==> src/rtl/core/plf_pkg.sv <==
// Package with the codes, constants and grid helper functions of the Playfair core.
package plf_pkg;

    localparam int unsigned LETTER_W = 5;
    localparam int unsigned ACTION_W = 3;
    localparam int unsigned KIND_W   = 2;
    localparam int unsigned CFG_IDX_W = 1;
    localparam int unsigned LETTERS  = 26;
    localparam int unsigned CELLS    = 25;
    localparam int unsigned SIDE     = 5;

    localparam logic [LETTER_W-1:0] LETTER_A = 5'd0;
    localparam logic [LETTER_W-1:0] LETTER_Q = 5'd16;
    localparam logic [LETTER_W-1:0] LETTER_X = 5'd23;
    localparam logic [LETTER_W-1:0] LETTER_Z = 5'd25;

    localparam logic [ACTION_W-1:0] ACT_START_KEY = 3'd0;
    localparam logic [ACTION_W-1:0] ACT_KEY_LETTER = 3'd1;
    localparam logic [ACTION_W-1:0] ACT_END_KEY = 3'd2;
    localparam logic [ACTION_W-1:0] ACT_PLAIN = 3'd3;
    localparam logic [ACTION_W-1:0] ACT_END_TEXT = 3'd4;

    localparam logic [KIND_W-1:0] KIND_CIPHER = 2'd0;
    localparam logic [KIND_W-1:0] KIND_ACK    = 2'd1;
    localparam logic [KIND_W-1:0] KIND_ERROR  = 2'd2;

    localparam logic [CFG_IDX_W-1:0] CFG_FILLER = 1'b0;
    localparam logic [CFG_IDX_W-1:0] CFG_PAD    = 1'b1;

    localparam logic [2:0] LAST_RC = 3'd4;

    function automatic logic good_letter(input logic [LETTER_W-1:0] v);
        good_letter = (v <= LETTER_Z) && (v != LETTER_Q);
    endfunction

    // Row of a cell index, found by comparison against the row starts.
    function automatic logic [2:0] pos_row(input logic [LETTER_W-1:0] p);
        if (p >= 5'd20) begin
            pos_row = 3'd4;
        end else if (p >= 5'd15) begin
            pos_row = 3'd3;
        end else if (p >= 5'd10) begin
            pos_row = 3'd2;
        end else if (p >= 5'd5) begin
            pos_row = 3'd1;
        end else begin
            pos_row = 3'd0;
        end
    endfunction

    function automatic logic [2:0] pos_col(input logic [LETTER_W-1:0] p);
        logic [2:0]          r;
        logic [LETTER_W-1:0] d;
        r = pos_row(p);
        d = p - {r, 2'b00} - {2'b00, r};
        pos_col = d[2:0];
    endfunction

    function automatic logic [LETTER_W-1:0] cell_at(input logic [2:0] r, input logic [2:0] c);
        cell_at = {r, 2'b00} + {2'b00, r} + {2'b00, c};
    endfunction

    function automatic logic [2:0] next_rc(input logic [2:0] x);
        next_rc = (x == LAST_RC) ? 3'd0 : x + 3'd1;
    endfunction

endpackage

==> src/rtl/core/plf_ram.sv <==
// Generic single write port RAM with one registered read port.
module plf_ram #(
    parameter int unsigned WIDTH = 5,
    parameter int unsigned DEPTH = 32
) (
    input  logic                     aclk,
    input  logic                     wr_en,
    input  logic [$clog2(DEPTH)-1:0] wr_addr,
    input  logic [WIDTH-1:0]         wr_data,
    input  logic [$clog2(DEPTH)-1:0] rd_addr,
    output logic [WIDTH-1:0]         rd_data
);
    logic [WIDTH-1:0] mem [DEPTH];
    logic [WIDTH-1:0] rd_data_reg;

    always_ff @(posedge aclk) begin
        if (wr_en) begin
            mem[wr_addr] <= wr_data;
        end
        rd_data_reg <= mem[rd_addr];
    end

    assign rd_data = rd_data_reg;
endmodule

==> src/rtl/core/playfair_digraph_cipher_core.sv <==
// Top level of the Playfair digraph cipher core with its sequencer and grid stores.
//
// Usage: requests enter on the s_ channel (s_action, s_letter) and results leave on the
// m_ channel (m_out_letter, m_kind, m_last), both with valid/ready. The filler and pad
// letters are written through the cfg_ channel; the user must write them only while the
// core is idle, which the core does not enforce; cfg_ready is always high.
// The core takes one request at a time; s_ready is high only while the sequencer waits.
// A key letter, start key or any rejected request passes through the execute and emit
// states before its result is registered. End key walks the alphabet once, one letter a
// cycle, and acknowledges once the walk reaches z. A plain letter that completes a pair
// needs two reads of the letter position store and two reads of the grid through their
// single read ports, and the two cipher letters then leave in order from OUT1 and OUT2.
// A plain letter that is only held gives no result; the core returns to idle from execute.
// One output register parts the two sides: a new request may be accepted while a result
// still waits to be taken. When the receiver stalls, the sequencer holds at its next
// result until the output register is free, and accepts nothing meanwhile.
// Reset clears the key, the held letter and the output register, and restores the filler
// to x and the pad to z. No clearing pass runs: a key must be completed before text.
module playfair_digraph_cipher_core (
    input  logic                           aclk,
    input  logic                           aresetn,
    input  logic                           s_valid,
    output logic                           s_ready,
    input  logic [plf_pkg::ACTION_W-1:0]   s_action,
    input  logic [plf_pkg::LETTER_W-1:0]   s_letter,
    output logic                           m_valid,
    input  logic                           m_ready,
    output logic [plf_pkg::LETTER_W-1:0]   m_out_letter,
    output logic [plf_pkg::KIND_W-1:0]     m_kind,
    output logic                           m_last,
    input  logic                           cfg_valid,
    output logic                           cfg_ready,
    input  logic [plf_pkg::CFG_IDX_W-1:0]  cfg_index,
    input  logic [plf_pkg::LETTER_W-1:0]   cfg_data
);
    import plf_pkg::*;

    typedef enum logic [9:0] {
        ST_IDLE = 10'b0000000001,
        ST_EXEC = 10'b0000000010,
        ST_FILL = 10'b0000000100,
        ST_EMIT = 10'b0000001000,
        ST_RDA  = 10'b0000010000,
        ST_RDB  = 10'b0000100000,
        ST_GRA  = 10'b0001000000,
        ST_GRB  = 10'b0010000000,
        ST_OUT1 = 10'b0100000000,
        ST_OUT2 = 10'b1000000000
    } state_t;

    state_t state_reg, state_next;

    logic [ACTION_W-1:0] act_reg, act_next;
    logic [LETTER_W-1:0] let_reg, let_next;
    logic [LETTERS-1:0]  used_reg, used_next;
    logic [LETTER_W-1:0] count_reg, count_next;
    logic                key_ready_reg, key_ready_next;
    logic [LETTER_W-1:0] pend_reg, pend_next;
    logic                pend_valid_reg, pend_valid_next;
    logic [LETTER_W-1:0] filler_reg, filler_next;
    logic [LETTER_W-1:0] pad_reg, pad_next;
    logic [LETTER_W-1:0] walk_reg, walk_next;
    logic [LETTER_W-1:0] b_reg, b_next;
    logic [LETTER_W-1:0] p1_reg, p1_next;
    logic [LETTER_W-1:0] q2_reg, q2_next;
    logic [LETTER_W-1:0] c1_reg, c1_next;
    logic [LETTER_W-1:0] c2_reg, c2_next;
    logic [KIND_W-1:0]   res_kind_reg, res_kind_next;
    logic                res_last_reg, res_last_next;
    logic                m_valid_reg, m_valid_next;
    logic [LETTER_W-1:0] m_letter_reg, m_letter_next;
    logic [KIND_W-1:0]   m_kind_reg, m_kind_next;
    logic                m_last_reg, m_last_next;

    logic                slot_free;
    logic                emit_en;
    logic [LETTER_W-1:0] emit_letter;
    logic [KIND_W-1:0]   emit_kind;
    logic                emit_last;

    logic                wr_en;
    logic [LETTER_W-1:0] wr_letter;
    logic [LETTER_W-1:0] place_rd_addr;
    logic [LETTER_W-1:0] place_rd;
    logic [LETTER_W-1:0] grid_rd_addr;
    logic [LETTER_W-1:0] grid_rd;

    logic [LETTER_W-1:0] filler_eff;
    logic [LETTER_W-1:0] pad_eff;
    logic [2:0]          r1, c1, r2, c2;
    logic [LETTER_W-1:0] q1_calc, q2_calc;
    logic [31:0]         used_wide;

    assign s_ready      = (state_reg == ST_IDLE);
    assign cfg_ready    = 1'b1;
    assign m_valid      = m_valid_reg;
    assign m_out_letter = m_letter_reg;
    assign m_kind       = m_kind_reg;
    assign m_last       = m_last_reg;

    assign slot_free  = !m_valid_reg || m_ready;
    assign filler_eff = good_letter(filler_reg) ? filler_reg : LETTER_X;
    assign pad_eff    = good_letter(pad_reg) ? pad_reg : LETTER_Z;
    assign used_wide  = {6'b0, used_reg};

    // Both stores are written together: the grid cell at the fill count and the
    // position of that letter.
    plf_ram #(.WIDTH(LETTER_W), .DEPTH(CELLS)) u_grid (
        .aclk    (aclk),
        .wr_en   (wr_en),
        .wr_addr (count_reg),
        .wr_data (wr_letter),
        .rd_addr (grid_rd_addr),
        .rd_data (grid_rd)
    );

    plf_ram #(.WIDTH(LETTER_W), .DEPTH(LETTERS)) u_place (
        .aclk    (aclk),
        .wr_en   (wr_en),
        .wr_addr (wr_letter),
        .wr_data (count_reg),
        .rd_addr (place_rd_addr),
        .rd_data (place_rd)
    );

    // Position arithmetic for the pair, from the first position and the second read.
    always_comb begin
        r1 = pos_row(p1_reg);
        c1 = pos_col(p1_reg);
        r2 = pos_row(place_rd);
        c2 = pos_col(place_rd);
        if (c1 == c2) begin
            q1_calc = cell_at(next_rc(r1), c1);
            q2_calc = cell_at(next_rc(r2), c2);
        end else if (r1 == r2) begin
            q1_calc = cell_at(r1, next_rc(c1));
            q2_calc = cell_at(r2, next_rc(c2));
        end else begin
            q1_calc = cell_at(r1, c2);
            q2_calc = cell_at(r2, c1);
        end
    end

    always_comb begin
        state_next      = state_reg;
        act_next        = act_reg;
        let_next        = let_reg;
        used_next       = used_reg;
        count_next      = count_reg;
        key_ready_next  = key_ready_reg;
        pend_next       = pend_reg;
        pend_valid_next = pend_valid_reg;
        filler_next     = filler_reg;
        pad_next        = pad_reg;
        walk_next       = walk_reg;
        b_next          = b_reg;
        p1_next         = p1_reg;
        q2_next         = q2_reg;
        c1_next         = c1_reg;
        c2_next         = c2_reg;
        res_kind_next   = res_kind_reg;
        res_last_next   = res_last_reg;
        wr_en           = 1'b0;
        wr_letter       = let_reg;
        place_rd_addr   = pend_reg;
        grid_rd_addr    = q2_reg;
        emit_en         = 1'b0;
        emit_letter     = LETTER_A;
        emit_kind       = KIND_ACK;
        emit_last       = 1'b0;

        if (cfg_valid) begin
            case (cfg_index)
                CFG_FILLER: begin
                    filler_next = cfg_data;
                end
                CFG_PAD: begin
                    pad_next = cfg_data;
                end
                default: begin
                end
            endcase
        end

        case (state_reg)
            ST_IDLE: begin
                if (s_valid) begin
                    act_next   = s_action;
                    let_next   = s_letter;
                    state_next = ST_EXEC;
                end
            end
            ST_EXEC: begin
                res_kind_next = KIND_ERROR;
                res_last_next = 1'b0;
                state_next    = ST_EMIT;
                case (act_reg)
                    ACT_START_KEY: begin
                        used_next       = '0;
                        count_next      = '0;
                        key_ready_next  = 1'b0;
                        pend_valid_next = 1'b0;
                        res_kind_next   = KIND_ACK;
                    end
                    ACT_KEY_LETTER: begin
                        if (!key_ready_reg && good_letter(let_reg)) begin
                            res_kind_next = KIND_ACK;
                            if (!used_wide[let_reg]) begin
                                used_next = used_reg | (LETTERS'(1) << let_reg);
                                if (count_reg < LETTER_W'(CELLS)) begin
                                    wr_en      = 1'b1;
                                    count_next = count_reg + 5'd1;
                                end
                            end
                        end
                    end
                    ACT_END_KEY: begin
                        if (!key_ready_reg) begin
                            walk_next  = LETTER_A;
                            state_next = ST_FILL;
                        end
                    end
                    ACT_PLAIN: begin
                        if (key_ready_reg && good_letter(let_reg)) begin
                            res_last_next = 1'b0;
                            if (!pend_valid_reg) begin
                                pend_next       = let_reg;
                                pend_valid_next = 1'b1;
                                state_next      = ST_IDLE;
                            end else if (pend_reg == let_reg) begin
                                b_next     = filler_eff;
                                state_next = ST_RDA;
                            end else begin
                                b_next          = let_reg;
                                pend_valid_next = 1'b0;
                                state_next      = ST_RDA;
                            end
                        end
                    end
                    ACT_END_TEXT: begin
                        res_last_next = 1'b1;
                        if (key_ready_reg) begin
                            if (pend_valid_reg) begin
                                b_next          = pad_eff;
                                pend_valid_next = 1'b0;
                                state_next      = ST_RDA;
                            end else begin
                                res_kind_next = KIND_ACK;
                            end
                        end
                    end
                    default: begin
                    end
                endcase
            end
            ST_FILL: begin
                // One letter of the alphabet a cycle; unused ones other than q take the next cell.
                wr_letter = walk_reg;
                if (walk_reg != LETTER_Q && !used_wide[walk_reg]) begin
                    used_next = used_reg | (LETTERS'(1) << walk_reg);
                    if (count_reg < LETTER_W'(CELLS)) begin
                        wr_en      = 1'b1;
                        count_next = count_reg + 5'd1;
                    end
                end
                walk_next = walk_reg + 5'd1;
                if (walk_reg == LETTER_Z) begin
                    key_ready_next = 1'b1;
                    res_kind_next  = KIND_ACK;
                    res_last_next  = 1'b0;
                    state_next     = ST_EMIT;
                end
            end
            ST_EMIT: begin
                emit_kind = res_kind_reg;
                emit_last = res_last_reg;
                if (slot_free) begin
                    emit_en    = 1'b1;
                    state_next = ST_IDLE;
                end
            end
            ST_RDA: begin
                // The position of the first letter arrives while the second is addressed.
                place_rd_addr = b_reg;
                p1_next       = place_rd;
                state_next    = ST_RDB;
            end
            ST_RDB: begin
                grid_rd_addr = q1_calc;
                q2_next      = q2_calc;
                state_next   = ST_GRA;
            end
            ST_GRA: begin
                grid_rd_addr = q2_reg;
                c1_next      = grid_rd;
                state_next   = ST_GRB;
            end
            ST_GRB: begin
                c2_next    = grid_rd;
                state_next = ST_OUT1;
            end
            ST_OUT1: begin
                emit_letter = c1_reg;
                emit_kind   = KIND_CIPHER;
                if (slot_free) begin
                    emit_en    = 1'b1;
                    state_next = ST_OUT2;
                end
            end
            ST_OUT2: begin
                emit_letter = c2_reg;
                emit_kind   = KIND_CIPHER;
                emit_last   = res_last_reg;
                if (slot_free) begin
                    emit_en    = 1'b1;
                    state_next = ST_IDLE;
                end
            end
            default: begin
                state_next = ST_IDLE;
            end
        endcase
    end

    always_comb begin
        m_valid_next  = m_valid_reg;
        m_letter_next = m_letter_reg;
        m_kind_next   = m_kind_reg;
        m_last_next   = m_last_reg;
        if (emit_en) begin
            m_valid_next  = 1'b1;
            m_letter_next = emit_letter;
            m_kind_next   = emit_kind;
            m_last_next   = emit_last;
        end else if (m_ready) begin
            m_valid_next = 1'b0;
        end
    end

    always_ff @(posedge aclk) begin
        if (!aresetn) begin
            state_reg      <= ST_IDLE;
            used_reg       <= '0;
            count_reg      <= '0;
            key_ready_reg  <= 1'b0;
            pend_reg       <= '0;
            pend_valid_reg <= 1'b0;
            filler_reg     <= LETTER_X;
            pad_reg        <= LETTER_Z;
            m_valid_reg    <= 1'b0;
        end else begin
            state_reg      <= state_next;
            used_reg       <= used_next;
            count_reg      <= count_next;
            key_ready_reg  <= key_ready_next;
            pend_reg       <= pend_next;
            pend_valid_reg <= pend_valid_next;
            filler_reg     <= filler_next;
            pad_reg        <= pad_next;
            m_valid_reg    <= m_valid_next;
        end
    end

    always_ff @(posedge aclk) begin
        act_reg      <= act_next;
        let_reg      <= let_next;
        walk_reg     <= walk_next;
        b_reg        <= b_next;
        p1_reg       <= p1_next;
        q2_reg       <= q2_next;
        c1_reg       <= c1_next;
        c2_reg       <= c2_next;
        res_kind_reg <= res_kind_next;
        res_last_reg <= res_last_next;
        m_letter_reg <= m_letter_next;
        m_kind_reg   <= m_kind_next;
        m_last_reg   <= m_last_next;
    end
endmodule
==> config.mk <==
export PLATFORM = sky130hd
export DESIGN_NAME = playfair_digraph_cipher_core
export DESIGN_NICKNAME = d
export VERILOG_FILES = /design/src/rtl/core/plf_pkg.sv /design/src/rtl/core/plf_ram.sv /design/src/rtl/core/playfair_digraph_cipher_core.sv
export SDC_FILE = /design/constraint.sdc
export NUM_CORES = 1
export LEC_CHECK = 0
export ABC_AREA = 1
export BUFFER_PORTS_ARGS = -buffer_cell sky130_fd_sc_hd__buf_2
export CORE_AREA = 2 2 205 207
export DETAILED_ROUTE_END_ITERATION = 10
export DIE_AREA = 0 0 207 209
export GPL_TIMING_DRIVEN = 0
export SYNTH_ARGS = -nofsm -noshare
export SYNTH_HDL_FRONTEND = slang
export SYNTH_SLANG_ARGS = --single-unit
==> constraint.sdc <==
create_clock -name aclk -period 4.6 [get_ports aclk]
set_clock_uncertainty 0.2 [all_clocks]
set_input_delay 0 -clock aclk [delete_from_list [all_inputs] [get_ports aclk]]
set_output_delay 0 -clock aclk [all_outputs]
set_load 0.03 [all_outputs]
* Word level (Yosys, flattened, before mapping)
Memories as Yosys holds them, arrays and structs flattened. A register that Yosys moved wholly into a read port is not among the register bits. Cells that the tools add are included.
Cells by class: add/subtract/negate cells 20, bitwise gates (word level) 4, mux-type cells 87, reduce and logical (&&, ||, !) cells 29, equality and inequality tests 41, shifts and indexed selects 2, order comparisons 14
Operators with widths (number):
- 5-bit two-way mux | 24
- 26-bit one-hot mux with 2 select lines | 2
- 10-bit one-hot mux with 9 select lines | 1
- 26-bit two-way mux | 3
- 26-bit OR | 2
- 1-bit by 5-bit left shift with 26-bit output (first input constant) | 2
- 5-bit by 3-bit adder with 5-bit output | 10
- 5-bit one-hot mux with 2 select lines | 5
- 10-bit two-way mux | 4
- 1-bit two-way mux | 23
- 5-bit by 4-bit greater-or-equal comparator with 1-bit output (second input constant) | 4
- 5-bit != test (second input constant) | 4
- 3-bit two-way mux | 6
- 2-bit != test (second input constant) | 9
- 2-bit two-way mux | 8
- 3-bit == test (second input constant) | 5
- 5-bit less-or-equal comparator (second input constant) | 3
- 5-bit one-hot mux with 3 select lines | 1
- 3-bit by 1-bit adder with 3-bit output (second input constant) | 4
- 5-bit by 6-bit less-than comparator with 1-bit output (second input constant) | 2
- 4-bit AND reduction | 3
- 3-bit subtractor | 4
- 5-bit by 1-bit adder with 5-bit output (second input constant) | 2
- 1-bit binary-select mux with 5-bit select | 2
- 39 further kinds | 64
Word-level totals: output and inout bits 11, input bits 19, word-level logic and storage cells 221, bits in registers 108, memories 2, memory bits (writable) 255
Memories:
- u_place.mem | words 26, width 5, rd ports 1, clocked after Yosys merged registers in 1, write ports 1, RTL line plf_ram.sv:13 | logic [WIDTH-1:0] mem [DEPTH];
- u_grid.mem | words 25, width 5, rd ports 1, clocked after Yosys merged registers in 1, write ports 1, RTL line plf_ram.sv:13

* Depth between registers and ports, before layout
Gate-level depths: netlist (run 1).
depth after elaboration 13, mapped depth 32, gate-level depth less buffers 31

* Hierarchy
Synthesis (run 1) repeated with hierarchy kept, for this count alone.
Second synthesis, totals: cells, all modules 2053, area total of the unflattened synthesis 18393.9 µm²
Modules (own cells, without submodules):
- playfair_digraph_cipher_core | times used 1, area an instance 7174.4 µm², cells an instance 1009, sequential area each 2652.5 µm²
- plf_ram (u_place) | times used 1, area an instance 5662.9 µm², cells an instance 516, sequential area each 4003.8 µm²
- plf_ram (u_grid) | times used 1, area an instance 5556.6 µm², cells an instance 528, sequential area each 3853.7 µm²

* Worst setup path after synthesis (run 1)
OpenSTA, ideal clock, no wires.
kind register to register, start point reg p1_reg[1], end point reg u_grid.rd_data_reg[1], in the netlist u_grid.rd_data[1] (read register of u_grid.mem), period minus slack after synthesis 4.604 ns, slack -0.004 ns, required time 4.285 ns, stages on the path, launching flop included 28, path buffers 0, data arrival time 4.289 ns, library setup time 0.115 ns, path through edfxtp_1 > nand2_1 > nand2_1 > nor2_4 > nand2_2 > nand2_2 > inv_1 > nor2_1 > ha_1 > inv_1 > ha_1 > nor2_1 > fa_1 > xor2_1 > nand3b_1 > nand2_2 > fa_1 > inv_1 > ha_1 > nand2_1 > o21ai_0 > xor2_1 > nand2_1 > a31oi_2 > inv_1 > o21ai_0 > o21bai_1 > nand2_1
Between the ends: cells in the longest elaborated chain, start to end 13, elaborated cells on any way between the ends 26, classes of those cells add/sub (9); order compare (4); eq/ne (4); mux (9)
RTL lines:
- from (decl) | RTL line playfair_digraph_cipher_core.sv:64 | logic [LETTER_W-1:0] p1_reg, p1_next;
- from (signal assigned) | RTL line playfair_digraph_cipher_core.sv:369 | p1_reg <= p1_next;
- 5-bit by 3-bit greater-or-equal comparator with 1-bit output | RTL line plf_pkg.sv:44 | end else if (p >= 5'd5) begin
- 1-bit two-way mux | RTL line plf_pkg.sv:44
- 2-bit two-way mux | RTL line plf_pkg.sv:42 | end else if (p >= 5'd10) begin
- 2-bit two-way mux | RTL line plf_pkg.sv:40 | end else if (p >= 5'd15) begin
- 3-bit two-way mux | RTL line plf_pkg.sv:38 | if (p >= 5'd20) begin
- 3-bit subtractor (2 in a row) | RTL line plf_pkg.sv:55 | d = p - {r, 2'b00} - {2'b00, r};
- 3-bit by 1-bit adder with 3-bit output / 3-bit == test (equally long branches) | RTL line plf_pkg.sv:64 | next_rc = (x == LAST_RC) ? 3'd0 : x + 3'd1;
- 3-bit two-way mux | RTL line plf_pkg.sv:64
- 5-bit by 3-bit adder with 5-bit output | RTL line plf_pkg.sv:60 | cell_at = {r, 2'b00} + {2'b00, r} + {2'b00, c};
- 5-bit two-way mux | RTL line playfair_digraph_cipher_core.sv:135 | end else if (r1 == r2) begin
- 5-bit two-way mux * | RTL line playfair_digraph_cipher_core.sv:132 | if (c1 == c2) begin
- 5-bit two-way mux * | RTL line playfair_digraph_cipher_core.sv:185 | case (state_reg)
- to (decl) | RTL line plf_ram.sv:14 | logic [WIDTH-1:0] rd_data_reg;
Every way passes the cells marked *; elsewhere a longest branch is shown, timed or not. A chain may end at the register's enable or synchronous reset.

* Worst setup path after layout (run 1)
start point reg p1_reg[2], end point reg u_grid.rd_data_reg[3], in the netlist u_grid.rd_data[3] (read register of u_grid.mem)
Same word-level chain as after synthesis.

==> results of run 1 <==
==> power by group through the flow <==
stage | Clock [W] | Combinational, W | Sequential [W]
3_3_place_gp | 0 | 0.00108 | 0.00406
2_1_floorplan | 0 | 0.000680 | 0.00402
5_1_grt | 0.00338 | 0.00130 | 0.00399
4_1_cts | 0.00324 | 0.00117 | 0.00398
6_report | 0.00319 | 0.00119 | 0.00398
3_5_place_dp | 0 | 0.00114 | 0.00405
==> worst min-delay path by stage <==
stage	start	end	slack (ns)	cells past startpoint
finish	cfg_data[2]	filler_reg[2]	0.02	4
global route	cfg_data[1]	filler_reg[1]	0.02	4
CTS	cfg_data[1]	filler_reg[1]	0.001	4
detailed placement	s_letter[0]	let_reg[0]	-0.02	1
global placement	s_letter[0]	let_reg[0]	-0.02	1
floorplan	s_action[0]	act_reg[0]	-0.10	0
==> repair_timing <==
item / in CTS / in global routing
resized for setup: 76 / 22
pin swaps: 31 / 18
cloned: 4 / 0
hold buffers: 33 / 0
setup buffers: 17 / 2
endpoints found under the setup margin: 5 / 30
endpoints found under the hold margin: 58 / 0
==> cell type report <==
| cell class | count | area (um2) | share of cell area, % |
|---|---|---|---|
| Buffer | 79 | 430.4 | 2.020 |
| Clock buffer | 62 | 1186 | 5.568 |
| Clock inverter | 11 | 116.4 | 0.5462 |
| Inverter | 283 | 1080 | 5.068 |
| Multi-Input combinational cell | 1205 | 6539 | 30.69 |
| Sequential cell | 373 | 10510 | 49.33 |
| Tap cell | 539 | 674.4 | 3.166 |
| Timing Repair Buffer | 86 | 768.2 | 3.606 |
==> cell usage in the layout, fill, tap and decap left out, types with 49 or more instances in the layout <==
cell type,Yosys,routed
o21ai_0,153,150
nand2_1,276,265
inv_1,261,258
nor2_1,239,236
nand3_1,222,199
clkbuf_1,36,49
dfxtp_1,69,69
a21oi_1,82,78
edfxtp_1,304,304
buf_2,33,53
==> per-layer routing <==
metal	part of all wire (%)	vias to the layer above
li1	-	6874
met3	6.3	85
met2	48	456
met4	2.6	0
met5	0	-
met1	43	6897
==> through the flow <==
step           TNS [ns]  total power [W]
2_1_floorplan         0         0.004704
3_3_place_gp     -90.53         0.005138
3_5_place_dp     -3.762         0.005197
4_1_cts               0         0.008394
5_1_grt          -1.403         0.008669
6_report        -0.3077         0.008364
==> critical path, delay by kind of cell (launching register included) <==
kind                       cells  cell delay [ns]
DFF                            1             0.45
and+or+nand+nor               14             1.31
buffers and inverters          6             0.54
xor gates and xnor gates       1             0.16
adders and majority gates      5             1.71
AOI/OAI and AO/OA              1             0.17
==> kinds of logic after synthesis <==
kind of cell             count (synthesis)
XOR/XNOR                                21
adder cells (fa/ha/maj)                 44
AND/OR/NAND/NOR                        807
buffers and inverters                  362
other                                    1
flip-flops                             373
AO/OA/AOI/OAI                          332
==> summary.txt, run 1 <==
Placement
  – Setup WS pre-CTS: -0.7964 ns
  – PortBufs: 27
  – Dpl cells: 2,509
  – Placed Area: 0.01912 mm2
  – Hpwl dp: 34,200 um
  – GPL Wtd Cong: 0.9452

Synthesis
  – Synth top area share: 50.17%
  – Post-Synth XOR/XNOR Area: 1.011%
  – Synth top area cells: edfxtp_1 (50%), dfxtp_1 (7.6%), nand3_1 (6.1%)
  – Compound-Gate Fraction of Synth Area: 10.58%
  – Yosys top cell by area: edfxtp_1
  – Synth cell count leaders: edfxtp_1 (304), nand2_1 (276), inv_1 (261)
  – Synthesized area: 0.01820 mm2
  – Count leader, synth: edfxtp_1
  – Adder-cell share of the synthesized area: 3.355%
  – Async set or reset register ratio after synthesis: 0%
  – Net Count, Synth: 2,003
  – Flops & latches, synth: 373
  – Main synth FF type: edfxtp_1
  – Post-synthesis mux area share: 0%
  – Mean Syn Cell Area: 9.380 um2
  – Largest family of logic cells by synthesized area: simple AND/OR/NAND/NOR gates
  – Post-synth EDFFs: 304
  – Syn. warnings: 0
  – Seq/Total Area, Yosys: 57.76%
  – Unique masters post-synth: 57
  – Mapped Cells: 1,940
  – Simple-gate share of the synthesized area: 19.34%

Global routing
  – Vias in the first global route: 13,820
  – GR Util met1: 30.20%
  – GR Util met2: 37.84%
  – Most Used Layer, Global Route: met2
  – Met3 Resource Use GR: 4.178%
  – First-pass GRT wire length: 76,850 um
  – Largest net degree at the start of global routing: 34
  – GRT overflow: 0
  – Total Routing Usage GR: 22.73%
  – Initial antenna violation count: 0

Clock tree
  – CTS buffer count: 40
  – Worst-Skew Late Latency: 0.57 ns
  – CTS tree: built
  – Clock Tree Root: clkbuf_16
  – H-tree levels: 2
  – Clock buffer depth: 3
  – Clock-pin slew on the worst setup and hold paths: 0.06 ns
  – # clock sinks: 373

STA
  – Fin. Hold Viols: 0
  – Slew @ Worst Pin: 1.290 ns
  – Max frequency: 214.0 MHz
  – RSZ-0062 raised after global routing: true
  – Final min period: 4.673 ns
  – Slew HR: 13.88%
  – Final WS setup: -0.07277 ns
  – Final setup violation count: 5
  – Slew Limit Fails: 0
  – Worst hold slack: 0.01888 ns
  – Final period util: 101.6%

Route
  – Final wirelength: 50,030 um
  – Via count: 14,310
  – Drt wl/cell: 18.97 um
  – DRT iter0 DRCs: 1,235
  – DRC: 0
  – DR pass1 iterations: 6
  – Final antenna-violating net count: 0
  – DR vias/cell: 5.425

Pwr
  – Power density of the placed cells: 392.6 mW/mm2
  – Worst vdd ir: 381.6 uV
  – Power Internal: 0.006061 W
  – Reg power frac: 47.6%
  – Clock share of power: 38.2%
  – Sw Pwr: 0.002303 W
  – Combinational Power Share: 14.2%
  – Leak pwr: 8.271 nW
  – Net Sw Frac: 27.54%

Critical path
  – Reg-to-Reg End: u_grid.rd_data[3]
  – Flop-to-flop setup slack: -0.07 ns
  – Launch point of the critical path: p1_reg[2]
  – Crit start category: flip-flop
  – Critical-path top delay cell: fa_1
  – Crit Path Max Fanout: 5
  – Arrival @ worst endpoint: 4.92 ns
  – Crit path to: u_grid.rd_data[3]
  – Setup crit end kind: flip-flop
  – Critical Setup Path Class: flip-flop to flip-flop
  – Worst r2r path cells: 27
  – WP data required: 4.85 ns
  – RR Startpoint: p1_reg[2]
  – Max incr delay on CP: 0.53 ns
  – Most frequent CP cell: nand2_2

Run status
  – Failing checks: negative setup slack
  – Status: finished with violations

Floorplanning
  – Rows: 75
  – Core box area: 0.04129 mm2
  – Ports: 30
  – Die height: 209 um
  – Die W: 207 um
  – Die ar.: 0.04326 mm2
  – Initial Utilization: 44.07%

Layout
  – Non-Filler Instances: 2,638
  – Final net count: 2,131
  – Fin util: 51.60%
  – Max reg flops: 130
  – Finished Cell Area: 0.02130 mm2
  – Ratio of cells with drive above 1 in the final layout: 12.29%
  – Fill cell count: 3,789
  – Area grow syn2layout: 17.07%
  – N_diodes: 0

Min path
  – Worst hold path type: input port to flip-flop

Flow run
  – MaxCap Viol Count: 0
Power figures use the tool's default switching activity.
==> run 2: changes to the inputs <==
- ABC_AREA: 1 -> default
- CORE_AREA: 2 2 205 207 -> 2 2 200 202
- DIE_AREA: 0 0 207 209 -> 0 0 202 204
- PLACE_DENSITY: default -> 0.65
==> summary.txt, run 2 <==
Synthesis
  – Synth top area share: 52.43% (+2.3 points)
  – Mapped Cells: 1,341 (-31%)
  – Seq/Total Area, Yosys: 60.36% (+2.6 points)
  – Net Count, Synth: 1,404 (-30%)
  – Syn. warnings: 0 (unchanged)
  – Synth cell count leaders: edfxtp_1 (304), nor2_1 (144), nand2_1 (106)
  – Synth top area cells: edfxtp_1 (52%), dfxtp_1 (7.9%), mux4_2 (5.6%)
  – Mean Syn Cell Area: 12.98 um2 (+38%)
  – Async set or reset register ratio after synthesis: 0% (unchanged)
  – Post-synth EDFFs: 304 (unchanged)
  – Unique masters post-synth: 80 (+40%)
  – Flops & latches, synth: 373 (unchanged)
  – Largest family of logic cells by synthesized area: simple AND/OR/NAND/NOR gates
  – Post-Synth XOR/XNOR Area: 1.143% (+0.13 points)
  – Yosys top cell by area: edfxtp_1
  – Synthesized area: 0.01741 mm2 (-4.3%)
  – Compound-Gate Fraction of Synth Area: 9.112% (-1.5 points)
  – Count leader, synth: edfxtp_1
  – Simple-gate share of the synthesized area: 11.72% (-7.6 points)
  – Adder-cell share of the synthesized area: 3.507% (+0.15 points)
  – Post-synthesis mux area share: 11.33% (+11 points)
  – Main synth FF type: edfxtp_1

Floorplanning
  – Rows: 73 (-2.7%)
  – Die W: 202 um (-2.4%)
  – Ports: 30 (unchanged)
  – Die height: 204 um (-2.4%)
  – Core box area: 0.03918 mm2 (-5.1%)
  – Initial Utilization: 44.44% (+0.36 points)
  – Die ar.: 0.04121 mm2 (-4.8%)

Route
  – DRT iter0 DRCs: 912 (-26%)
  – Via count: 11,350 (-21%)
  – DRC: 0 (unchanged)
  – Final antenna-violating net count: 0 (unchanged)
  – DR vias/cell: 5.563 (+2.5%)
  – Drt wl/cell: 19.88 um (+4.8%)
  – DR pass1 iterations: 5 (-1)
  – Final wirelength: 40,550 um (-19%)

Clock tree
  – CTS buffer count: 39 (-2.5%)
  – H-tree levels: 2 (unchanged)
  – # clock sinks: 373 (unchanged)
  – Clock-pin slew on the worst setup and hold paths: 0.06 ns (about the same)
  – Clock buffer depth: 3 (unchanged)
  – Clock Tree Root: clkbuf_16
  – CTS tree: built
  – Worst-Skew Late Latency: 0.54 ns (-0.03 ns)

STA
  – Slew HR: 16.86% (+3.0 points)
  – Final min period: 5.448 ns (+0.7752 ns)
  – Final setup violation count: 5 (unchanged)
  – TNS Setup: -4.110 ns (-3.803 ns)
  – Max frequency: 183.6 MHz (-14%)
  – Fin. Hold Viols: 0 (unchanged)
  – Slew @ Worst Pin: 1.245 ns (-0.04467 ns)
  – Final period util: 118.4% (+17 points)
  – Slew Limit Fails: 0 (unchanged)
  – Final WS setup: -0.8480 ns (-0.7752 ns)
  – RSZ-0062 raised after global routing: true

Pwr
  – Power density of the placed cells: 346.3 mW/mm2 (-12%)
  – Leak pwr: 7.273 nW (-12%)
  – Overall power: 0.007115 W (-15%)
  – Worst vdd ir: 261.1 uV (-32%)

Min path
  – Worst hold path type: input port to flip-flop

Layout
  – Fin util: 52.44% (+0.84 points)
  – Non-Filler Instances: 2,040 (-23%)
  – N_diodes: 0 (unchanged)
  – Final net count: 1,551 (-27%)
  – Ratio of cells with drive above 1 in the final layout: 19.74% (+7.4 points)
  – Most frequent cells in the layout: edfxtp_1 (304), nor2_1 (142), nand2_1 (102)
  – Commonest non-fill, non-tap cell in the layout: edfxtp_1
  – Area grow syn2layout: 18.02%
  – Fill cell count: 3,227 (-15%)
  – Max reg flops: 130 (unchanged)

Global routing
  – GRT overflow: 0 (unchanged)
  – Largest net degree at the start of global routing: 36 (+5.9%)
  – Total Routing Usage GR: 19.66% (-3.1 points)
  – Initial antenna violation count: 0 (unchanged)
  – Vias in the first global route: 11,530 (-17%)
  – First-pass GRT wire length: 63,310 um (-18%)

Critical path
  – Crit Path Max Fanout: 7 (+2)
  – Crit start category: flip-flop
  – Crit-path leading delay family: adder cells
  – Max incr delay on CP: 0.57 ns (+0.04 ns)
  – Most frequent CP cell: ha_4
  – Arrival @ worst endpoint: 5.60 ns (+0.68 ns)
  – WP data required: 4.75 ns (-0.10 ns)
  – Setup crit end kind: flip-flop
  – CP bufs+invs: 6 (unchanged)
  – Critical-path top delay cell: fa_2
  – Critical Setup Path Class: flip-flop to flip-flop
  – Worst path cell trace: buf_4, buf_4, a221oi_2, inv_1, and2_4, ha_4, inv_2, ha_4, nor2_2, fa_2, ha_4, inv_2, o21ai_1, mux2i_1, ha_2, fa_2, xnor2_2, or4_4, and3_4, buf_8, and2_0, a211oi_1, a2111o_1, nand4_1

Placement
  – PortBufs: 27 (unchanged)
  – Dpl cells: 1,893 (-25%)
  – Hpwl dp: 27,170 um (-21%)
  – GPL Wtd Cong: 0.8785 (-7.1%)
  – Setup WS pre-CTS: -1.621 ns (-0.8247 ns)

Run status
  – Failing checks: negative setup slack
  – Status: finished with violations

Flow run
  – MaxCap Viol Count: 0 (unchanged)
[run 2: changes by cell type in the layout (fill, tap and decap cells not counted), sizes merged, moves of 15 or more]
cell | before | now
o31ai | 5 | 26
nand2 | 290 | 106
nand3 | 226 | 47
a21oi | 83 | 68
nor2 | 242 | 144
nor2b | 0 | 17
o22ai | 19 | 4
mux4 | 0 | 43
inv | 278 | 42
o21ai | 161 | 37
nand2b | 0 | 17
mux2i | 0 | 64
mux2 | 0 | 32
o221ai | 22 | 2
[run 2: tightest hold or removal path, delay by kind of cell]
kind	cells	cell delay (ns)
buffers and inverters	2	0.66
AOI/OAI and AO/OA	1	0.07
and+or+nand+nor	1	0.06
[run 2: kinds of logic after synthesis]
logic type / after synthesis
simple gates: 421
buf+inv: 108
fa+ha+maj: 44
other cells: 1
flops: 373
xor+xnor: 21
mux: 139
compound gates: 234
[run 2: cell type report]
cell class	instances	area (um2)	area share [%]
Clock buffer	46	1022	4.975
Multi-Input combinational cell	860	6710	32.66
Sequential cell	373	10510	51.15
Tap cell	525	656.9	3.197
Clock inverter	22	240.2	1.169
Timing Repair Buffer	107	884.6	4.305
Buffer	65	365.4	1.778
Inverter	42	158.9	0.7733
[run 2: worst paths after layout]
check / slack (ns) / to / cells after the start / start
max reg2reg: -0.85 / u_grid.rd_data[1] / 24 / p1_reg[3]
max: -0.85 / u_grid.rd_data[1] / 24 / p1_reg[3]
min: 0.10 / pad_reg[2] / 4 / cfg_data[2]
min reg2reg: 0.24 / c2_reg[1] / 0 / u_grid.rd_data[1]
[run 2: metrics by stage]
stage          cell area [um2]  hold WS, ns
4_1_cts                  20380      0.07473
3_3_place_gp             18250     -0.02163
3_5_place_dp             18250     -0.02114
2_1_floorplan            17450      -0.1011
5_1_grt                  20550       0.1238
6_report                 20550       0.1039
[run 2: layer usage]
| layer | part of all wire (%) | global-route usage (%) | up-vias |
|---|---|---|---|
| met5 | 0 | 0 | - |
| met4 | 2.7 | 6.303 | 0 |
| met3 | 4.8 | 2.679 | 84 |
| met2 | 49 | 33.59 | 302 |
| met1 | 43 | 26.07 | 5624 |
| li1 | - | - | 5339 |
[run 2: repair_timing]
item / CTS / global route
gates resized for setup: 61 / 23
endpoints found under the setup margin: 9 / 11
cloned: 0 / 1
pin swaps: 34 / 15
buffers inserted: 31 / 8
hold buffers: 40 / 0
hold endpoints to repair: 47 / 0
[run 2: where the power goes]
group,switching [W],total (W),leakage (nW),internal [W]
Combinational,0.000195,0.000289,3.26,0.0000947
Clock,0.00127,0.00314,0.609,0.00187
Sequential,0.0000229,0.00369,3.40,0.00366
Total,0.00149,0.00712,7.27,0.00563
